`config.mk`:
```
export PLATFORM = sky130hd
export DESIGN_NAME = pnew_queue
export DESIGN_NICKNAME = d
export VERILOG_FILES = /design/src/rtl/core/pnew_pkg.sv /design/src/rtl/core/pnew_queue.sv
export SDC_FILE = /design/constraint.sdc
export NUM_CORES = 1
export LEC_CHECK = 0
export ABC_CLOCK_PERIOD_IN_PS = 8750
export BUFFER_PORTS_ARGS = -buffer_cell sky130_fd_sc_hd__buf_2
export CORE_MARGIN = 4
export CORE_UTILIZATION = 50
export DETAILED_ROUTE_END_ITERATION = 12
export GPL_TIMING_DRIVEN = 0
export PLACE_DENSITY = 0.81
export SLEW_MARGIN = 25
export SYNTH_ARGS = -nofsm -noshare
export SYNTH_HDL_FRONTEND = slang
export SYNTH_SLANG_ARGS = --single-unit
```
`constraint.sdc`:
```
create_clock -name clk -period 8.75 [get_ports clk]
set_clock_uncertainty 0.2 [all_clocks]
set_input_delay 1.75 -clock clk [delete_from_list [all_inputs] [get_ports clk]]
set_output_delay 1.75 -clock clk [all_outputs]
set_load 0.005 [all_outputs]
```
`src/rtl/core/pnew_pkg.sv`:
```
package pnew_pkg;

  // Exp table: EXP_TABLE_SIZE+1 points over [0,16] at Q1.16 (1.0 = 65536)
  localparam int EXP_TABLE_SIZE = 256;
  localparam int EXP_IDX_W      = $clog2(EXP_TABLE_SIZE);
  localparam int EXP_W          = 17;

  localparam int PIX_W    = 24;
  localparam int DIST_W   = 18;
  localparam int SUM_W    = 48;
  localparam int PAIR_W   = 23;
  localparam int BETA_W   = 32;
  localparam int WEIGHT_W = 24;
  localparam int GAMMA_W  = 16;
  localparam int IWIDTH_W = 11;

  localparam logic [15:0] INV_SQRT2_Q16 = 16'd46341;

  // Configuration register indexes
  localparam logic REG_IMAGE_WIDTH = 1'b0;
  localparam logic REG_GAMMA_SCALE = 1'b1;

  // Neighbour slots: left, up-left, up, up-right
  localparam int NB_LEFT    = 0;
  localparam int NB_UPLEFT  = 1;
  localparam int NB_UP      = 2;
  localparam int NB_UPRIGHT = 3;

  // exp(16/N) as a 25-term series in Q2.30, then its reciprocal step factor
  localparam logic [63:0] EXP_H   = (64'd1 << 34) / 64'(EXP_TABLE_SIZE);
  localparam logic [63:0] EXP_T0  = 64'd1 << 30;
  localparam logic [63:0] EXP_T1  = ((EXP_T0 * EXP_H) >> 30) / 64'd1;
  localparam logic [63:0] EXP_T2  = ((EXP_T1 * EXP_H) >> 30) / 64'd2;
  localparam logic [63:0] EXP_T3  = ((EXP_T2 * EXP_H) >> 30) / 64'd3;
  localparam logic [63:0] EXP_T4  = ((EXP_T3 * EXP_H) >> 30) / 64'd4;
  localparam logic [63:0] EXP_T5  = ((EXP_T4 * EXP_H) >> 30) / 64'd5;
  localparam logic [63:0] EXP_T6  = ((EXP_T5 * EXP_H) >> 30) / 64'd6;
  localparam logic [63:0] EXP_T7  = ((EXP_T6 * EXP_H) >> 30) / 64'd7;
  localparam logic [63:0] EXP_T8  = ((EXP_T7 * EXP_H) >> 30) / 64'd8;
  localparam logic [63:0] EXP_T9  = ((EXP_T8 * EXP_H) >> 30) / 64'd9;
  localparam logic [63:0] EXP_T10 = ((EXP_T9 * EXP_H) >> 30) / 64'd10;
  localparam logic [63:0] EXP_T11 = ((EXP_T10 * EXP_H) >> 30) / 64'd11;
  localparam logic [63:0] EXP_T12 = ((EXP_T11 * EXP_H) >> 30) / 64'd12;
  localparam logic [63:0] EXP_T13 = ((EXP_T12 * EXP_H) >> 30) / 64'd13;
  localparam logic [63:0] EXP_T14 = ((EXP_T13 * EXP_H) >> 30) / 64'd14;
  localparam logic [63:0] EXP_T15 = ((EXP_T14 * EXP_H) >> 30) / 64'd15;
  localparam logic [63:0] EXP_T16 = ((EXP_T15 * EXP_H) >> 30) / 64'd16;
  localparam logic [63:0] EXP_T17 = ((EXP_T16 * EXP_H) >> 30) / 64'd17;
  localparam logic [63:0] EXP_T18 = ((EXP_T17 * EXP_H) >> 30) / 64'd18;
  localparam logic [63:0] EXP_T19 = ((EXP_T18 * EXP_H) >> 30) / 64'd19;
  localparam logic [63:0] EXP_T20 = ((EXP_T19 * EXP_H) >> 30) / 64'd20;
  localparam logic [63:0] EXP_T21 = ((EXP_T20 * EXP_H) >> 30) / 64'd21;
  localparam logic [63:0] EXP_T22 = ((EXP_T21 * EXP_H) >> 30) / 64'd22;
  localparam logic [63:0] EXP_T23 = ((EXP_T22 * EXP_H) >> 30) / 64'd23;
  localparam logic [63:0] EXP_T24 = ((EXP_T23 * EXP_H) >> 30) / 64'd24;
  localparam logic [63:0] EXP_SUM = EXP_T0 + EXP_T1 + EXP_T2 + EXP_T3 + EXP_T4 + EXP_T5
                                  + EXP_T6 + EXP_T7 + EXP_T8 + EXP_T9 + EXP_T10 + EXP_T11
                                  + EXP_T12 + EXP_T13 + EXP_T14 + EXP_T15 + EXP_T16
                                  + EXP_T17 + EXP_T18 + EXP_T19 + EXP_T20 + EXP_T21
                                  + EXP_T22 + EXP_T23 + EXP_T24;
  localparam logic [63:0] EXP_Q   = ((64'd1 << 60) + (EXP_SUM >> 1)) / EXP_SUM;

  typedef logic [EXP_W-1:0] exp_tab_t [0:EXP_TABLE_SIZE];

  typedef struct packed {
    logic                  cmd;
    logic                  last;
    logic [PIX_W-1:0]      pix;
    logic [3:0][PIX_W-1:0] nb;
    logic [3:0]            has;
  } item_t;

  typedef enum logic [1:0] {
    F_IDLE,
    F_RD_UP,
    F_RD_UR,
    F_PUSH
  } front_state_t;

  typedef enum logic [3:0] {
    B_IDLE,
    B_DIST,
    B_ACC,
    B_X,
    B_LERP,
    B_GAMMA,
    B_WEIGHT,
    B_DSTART,
    B_DWAIT,
    B_OUT
  } back_state_t;

  // exp(-k*16/N) by repeated products of the one-step factor
  function automatic exp_tab_t build_exp_table();
    logic [63:0] cur;
    exp_tab_t    t;
    cur  = 64'd1 << 30;
    t[0] = EXP_W'((cur + 64'd8192) >> 14);
    for (int k = 1; k <= EXP_TABLE_SIZE; k++) begin
      cur  = (cur * EXP_Q + (64'd1 << 29)) >> 30;
      t[k] = EXP_W'((cur + 64'd8192) >> 14);
    end
    return t;
  endfunction

endpackage

```
`src/rtl/core/pnew_queue.sv`:
```
module pnew_queue (
  input  logic            clk,
  input  logic            rst,
  input  logic            push,
  input  pnew_pkg::item_t wr_item,
  input  logic            pop,
  output pnew_pkg::item_t head,
  output logic            full,
  output logic            empty
);

  pnew_pkg::item_t slots [0:1];
  logic            wp;
  logic            rp;
  logic [1:0]      count;

  assign empty = (count == 2'd0);
  assign full  = (count == 2'd2);
  assign head  = slots[rp];

  always_ff @(posedge clk) begin
    if (push) begin
      slots[wp] <= wr_item;
    end
  end

  always_ff @(posedge clk) begin
    if (rst) begin
      wp    <= 1'b0;
      rp    <= 1'b0;
      count <= 2'd0;
    end else begin
      if (push) wp <= ~wp;
      if (pop)  rp <= ~rp;
      count <= count + 2'(push) - 2'(pop);
    end
  end

endmodule

```
Word level (Yosys, flattened, before mapping). Memories as Yosys holds them, arrays and structs flattened. A register that Yosys moved wholly into a read port is not among the register bits. Cells that the tools add are included.

Bits of input ports: 130. Memories: 1. Word-level logic and storage cells: 14. Output and inout bits: 128. Bits in writable memories: 252. Register bits: 4.

Muxes and demuxes: 4. Add/subtract/negate cells: 2. Bitwise logic cells: 2. Reduce and logical (&&, ||, !) cells: 1. Equality and inequality tests: 1.

Memories: slots (words 2, width 126, read ports 1, clocked after memory_dff 1, write ports 1, line pnew_queue.sv:12) `pnew_pkg::item_t slots [0:1];`.

Operators by type and width (count): 1-bit 2-to-1 mux (4); 2-bit by 1-bit adder with 2-bit output (1); 2-bit == test (second input constant) (1); 2-bit zero test (1); 1-bit NOT (2); 2-bit by 1-bit subtractor with 2-bit output (1).

Longest topological paths before layout. Gate-level depths: netlist of the first run.

Depth after elaboration: 3. Mapped depth: 6. Gate-level depth less buffers: 6.

Worst setup path before layout of the first run. OpenSTA, ideal clock, no wires.

Kind: input -> register. From: input push. To: memory slots[0][0] in the netlist's numbering (enable). Data arrival time: 7213 ps. Path buffers: 0. Cell stages on the path: 1. Path slack: 710 ps. Cells stage by stage: nor2b_1.

Word-level cells in the longest chain between the ends: 2.

Ends and longest elaborated chain: from (decl) (line pnew_queue.sv:4) `input logic push,`; 1-bit 2-to-1 mux (line pnew_queue.sv:22) `if (push) begin`; 1-bit 2-to-1 mux (implied by the code) (line pnew_queue.sv:23) `slots[wp] <= wr_item;`; to (decl) (line pnew_queue.sv:12).

Every way passes these cells.

==> reports/metrics.yaml, run 1 <==
cap_violations: 0
grt_max_degree: 54
slew_headroom_pct: 58.0
diodes: 0
pwr_density_cell_mw_per_mm2: 228
max_freq_mhz: 266
drt_first_pass_iters: 4
clk_path_buf_depth: 3
io_pins: 258
die_h_um: 146
grt_first_pass_wirelength_um: 28100
postCtsSetupBuffers: 0
crit_type: "register to primary output"
grt.total_usage_pct: 16.4
route.detailed.drc: 0
antenna_found_initial: 1
wirelength_um: 18000
irDropWorstVdd_v: 0.000187
yosysUniqueCellTypes: 13
synth_fp_nets: 545
drive_gt1_share_pct: 60.7
pre_cts_ws_ps: 5310
die_w_um: 146
rows: 50
cts_max_level: 1
setup_viol: 0
dieArea_mm2: 0.0212
period_needed_ps: 3770
yosys.area.top_type_share_pct: 80.0
drv_slew: 0
cts-resized-gates: 0
syn_area_per_cell_um2: 22.9
synth_cells: 413
clk_pin_slew_worst_paths_ps: 60
grt_overflow_total: 0
grt_pass1_vias: 5179
ant_nets: 0
power_w: 0.00273
yosys_warnings: 0
dr_total_vias: 4801
clock_latency_ps: 510
hold_viol_final: 0
port_buffers: 257
hold_class: "register to register"
synth_seq_cells: 257
status: "finished, final reports clean"
nFillCells: 1307
area_delta_synth_final_pct: 26.5
wire_per_inst_um: 18.8
drt_iter0_markers: 188
clockRootBuffer: "clkbuf_16"
worstMarginPinSlew_ps: 628
p_leak_nw: 4.62
fin_util_pct: 64.2
post-route-period-util_pct: 43.0
cts_tree: "yes"
cts_made_buffers: 26
nNetsFinal: 837
vias_per_cell: 5.03
rsz0062_at_grt: "false"
initial_core_util_pct: 50.7
ys_seq_area_share_pct: 81.0
cts_sinks: 257
core_area_mm2: 0.0186
fin_ws_ps: 4980
globalplace.congestion: 0.759
yosys-top-cells-area: "edfxtp_1, mux2_2, mux2_4, dfxtp_1, buf_6"
hpwl_um: 12800
synth_top_area_cell: "edfxtp_1"
ctsHoldBuffers: 0
worst_setup_path_end_kind: "primary output"
critPathMaxFanout: 10
cp-start-kind: "register"
worstPathArrival_ps: 1820
required_ps: 6800
syn-cell-area_mm2: 0.00946
[sequential cells by signal, summed over array words and instances (netlist names), named ones only]
register  cells
wp            1
rp            1
slots       252
count         2
[stage by stage]
step | cell area (um2) | cells | setup TNS [ps] | hold WS (ps)
after global placement | 11000 | 904 | -242960 | 293
final | 12000 | 954 | 0 | 334
after CTS | 12000 | 954 | 0 | 337
after detailed placement | 11200 | 911 | 0 | 316
after floorplan | 9460 | 413 | 0 | 280
after global routing | 12000 | 954 | 0 | 402
[final cells by class]
type / count / area [um2] / share of cell area, %
well taps: 234 / 293 / 2.45
multi-input cells: 140 / 1690 / 14.1
clock inverters: 10 / 42.5 / 0.355
clock buffers: 33 / 698 / 5.83
plain buffers: 14 / 108 / 0.899
inverters: 2 / 7.51 / 0.0627
repair buffers: 264 / 1460 / 12.2
flip-flops and latches: 257 / 7670 / 64.1
[critical path: stages, from the launching register on]
cell and delay (ps):
dfxtp_1 320, buf_6 160, buf_6 180, buf_6 190
mux2_4 320, buf_2 130
[routing by layer]
layer | vias to the layer above | part of all wire, % | track usage, %
met5 | - | 0.072 | 0
met4 | 2 | 1.5 | 3.51
met3 | 28 | 9.3 | 5.67
met2 | 182 | 53 | 29.7
met1 | 2361 | 37 | 19.1
li1 | 2228 | - | -
[logic make-up (layout without fill, tap and decap cells)]
kind of cell             after synthesis  in the layout  share of synthesized area (%)
adder cells (fa/ha/maj)                2              2                          0.264
multiplexers                         126            126                           16.6
AND/OR/NAND/NOR                        9              9                          0.463
buffers and inverters                 16            323                           1.22
flip-flops                           257            257                           81.0
XOR/XNOR                               3              3                          0.423
[worst paths after layout]
kind                            slack [ps]            to  cells past startpoint      from
worst max-delay path                  4980     head[105]                      5  register
worst min-delay path                   330      register                      2        rp
worst max register to register        6870  slots[0][93]                      3        wp
worst min register to register         330      register                      2        rp
[synth_stat cells, drive strengths merged]
master  number
edfxtp     252
mux2       126
buf         14
dfxtp        5
nor2         5
nor2b        3
ha           2
inv          2
xnor2        2
and2         1
xnor3        1
[power by group]
| group | switching [W] | internal, W | leakage, nW |
|---|---|---|---|
| clock | 0.000409 | 0.000556 | 0.365 |
| combinational | 0.000141 | 0.000166 | 1.85 |
| sequential | 0.0000189 | 0.00144 | 2.41 |
| total | 0.000569 | 0.00216 | 4.62 |
[layout by cell type, fill, tap and decap left out, types with 4 or more instances in the layout]
cell type / n
buf_2: 265
edfxtp_1: 252
mux2_2: 86
mux2_4: 40
clkbuf_16: 27
buf_6: 6
clkbuf_1: 6
clkinv_1: 6
nor2_1: 5
dfxtp_1: 5
buf_16: 5
clkinv_2: 4
Note: power is estimated with default switching activity, not from simulation.
==> inputs of run 2 (changes only) <==
- ABC_CLOCK_PERIOD_IN_PS: 8750 -> 3800
- clock period: 8.75 -> 3.8 ns (I/O delays scaled with it)
==> run 2 against run 1 <==
Effect of this change:
- count of clock-buffer cells in the layout rose by 2
- sequential power rose by 130%
- worst hold slack got worse by 100 ps
- sequential cell count did not move
- combinational power rose by 130%
- critical path depth did not move
- non-clock buffer count did not move
- routed wire length rose by 1.1%
- die area did not move
- global-route usage barely moved
- register-to-register slack got worse by 5000 ps
- cell area barely moved
- critical endpoint is now head[92]
==> reports/metrics.yaml, run 2 (same netlist as run 1, synthesis figures left out) <==
status: "finished, final reports clean"
antenna_found_initial: 2
rows: 50
slew_headroom_pct: 69.3
p_leak_nw: 4.62
timing.rr.start: "wp"
die_w_um: 146
grt_pass1_vias: 5266
largestRegisters: "slots (252), count (2)"
cts_sinks: 257
pre_cts_ws_ps: 1300
fin_ws_ps: 1010
period_needed_ps: 2790
rsz0062_at_grt: "false"
vias_per_cell: 5.08
clock_latency_ps: 510
drv_slew: 0
port_buffers: 257
max_freq_mhz: 359
hpwl_um: 12700
largest_reg_flops: 252
clk_path_buf_depth: 3
pwr_density_cell_mw_per_mm2: 526
ant_nets: 0
placed_cell_area_mm2: 0.0112
required_ps: 2840
clk_pin_slew_worst_paths_ps: 60
io_pins: 258
cp-start-kind: "register"
hold_class: "input port to register"
drive_gt1_share_pct: 60.6
cts_tree: "yes"
r2r_end: "slots[0][115]"
initial_core_util_pct: 50.7
worstMarginPinSlew_ps: 460
postLayoutCellArea_mm2: 0.0120
hold_viol_final: 0
grt_overflow_total: 0
dieArea_mm2: 0.0212
crit_end: "head[92]"
setup_viol: 0
cap_violations: 0
postCtsSetupBuffers: 0
final_common_cell: "buf_2"
grt.total_usage_pct: 16.5
diodes: 0
die_h_um: 146
power_w: 0.00630
post-route-period-util_pct: 73.3
nFillCells: 1282
cts_made_buffers: 26
cts_max_level: 1
core_area_mm2: 0.0186
grt_max_degree: 53
wirelength_um: 18200
worst_setup_path_end_kind: "primary output"
drt_iter0_markers: 190
critPathMaxFanout: 10
largest_register: "slots"
mostFrequentLayoutCells: "buf_2, edfxtp_1, mux2_2"
cts-resized-gates: 0
clockRootBuffer: "clkbuf_16"
nNetsFinal: 837
irDropWorstVdd_v: 0.000408
wire_per_inst_um: 19.0
crit_type: "register to primary output"
area_delta_synth_final_pct: 26.5
worstPathArrival_ps: 1830
ctsHoldBuffers: 0
route.detailed.drc: 0
drt_first_pass_iters: 4
hp-start: "wr_item[16]"
grt_first_pass_wirelength_um: 28100
r2r_slack_ps: 1870
dr_total_vias: 4848
globalplace.congestion: 0.736
worstRegToRegCells: 4
[run 2: cell types whose count changed in the layout (fill, tap and decap cells not counted), sizes merged]
cell	change
clkbuf	+2
clkinv	-1
[run 2: worst min-delay path by stage]
| stage | end | cells past startpoint |
|---|---|---|
| CTS | slots[1][16] | 1 |
| detailed placement | register | 2 |
| global route | slots[1][16] | 1 |
| global placement | rp | 2 |
| finish | slots[1][16] | 1 |
| floorplan | register | 2 |
[run 2: final cells by class]
cell class                      instances  area [um2]  share of cell area, %
Timing Repair Buffer                  264        1460                   12.2
Buffer                                 14         108                  0.899
Inverter                                2        7.51                 0.0627
Clock inverter                          9        38.8                  0.324
Multi-Input combinational cell        140        1690                   14.1
Tap cell                              234         293                   2.45
Clock buffer                           35         706                   5.89
Sequential cell                       257        7670                   64.0
[run 2: through the flow]
| stage | utilization, % | hold WS [ps] | TNS (ps) | cells |
|---|---|---|---|---|
| after floorplan | - | 280 | 0 | 413 |
| after global placement | 59.3 | 292 | -49070 | 904 |
| after detailed placement | 60.2 | 335 | 0 | 911 |
| after CTS | 64.2 | 204 | 0 | 955 |
| after global routing | 64.2 | 210 | 0 | 955 |
| final | 64.2 | 234 | 0 | 955 |
[run 2: report_power, final]
part / total [W] / internal, W / switching [W]
Sequential: 0.00335 / 0.00331 / 0.0000433
Combinational: 0.000709 / 0.000381 / 0.000327
Clock: 0.00224 / 0.00129 / 0.000951
Total: 0.00630 / 0.00498 / 0.00132
[run 2: critical path: stages, from the launching register on]
cell and delay, ps:
dfxtp_1 320, buf_6 160, buf_6 180, buf_6 200
mux2_4 320, buf_2 130
[run 2: routing by layer]
layer | track usage (%) | vias to the layer above | part of all wire, %
met1 | 19.8 | 2386 | 38
li1 | - | 2219 | -
met5 | 0 | - | 0.12
met3 | 4.86 | 46 | 7.7
met4 | 5.56 | 4 | 3.4
met2 | 28.7 | 193 | 51
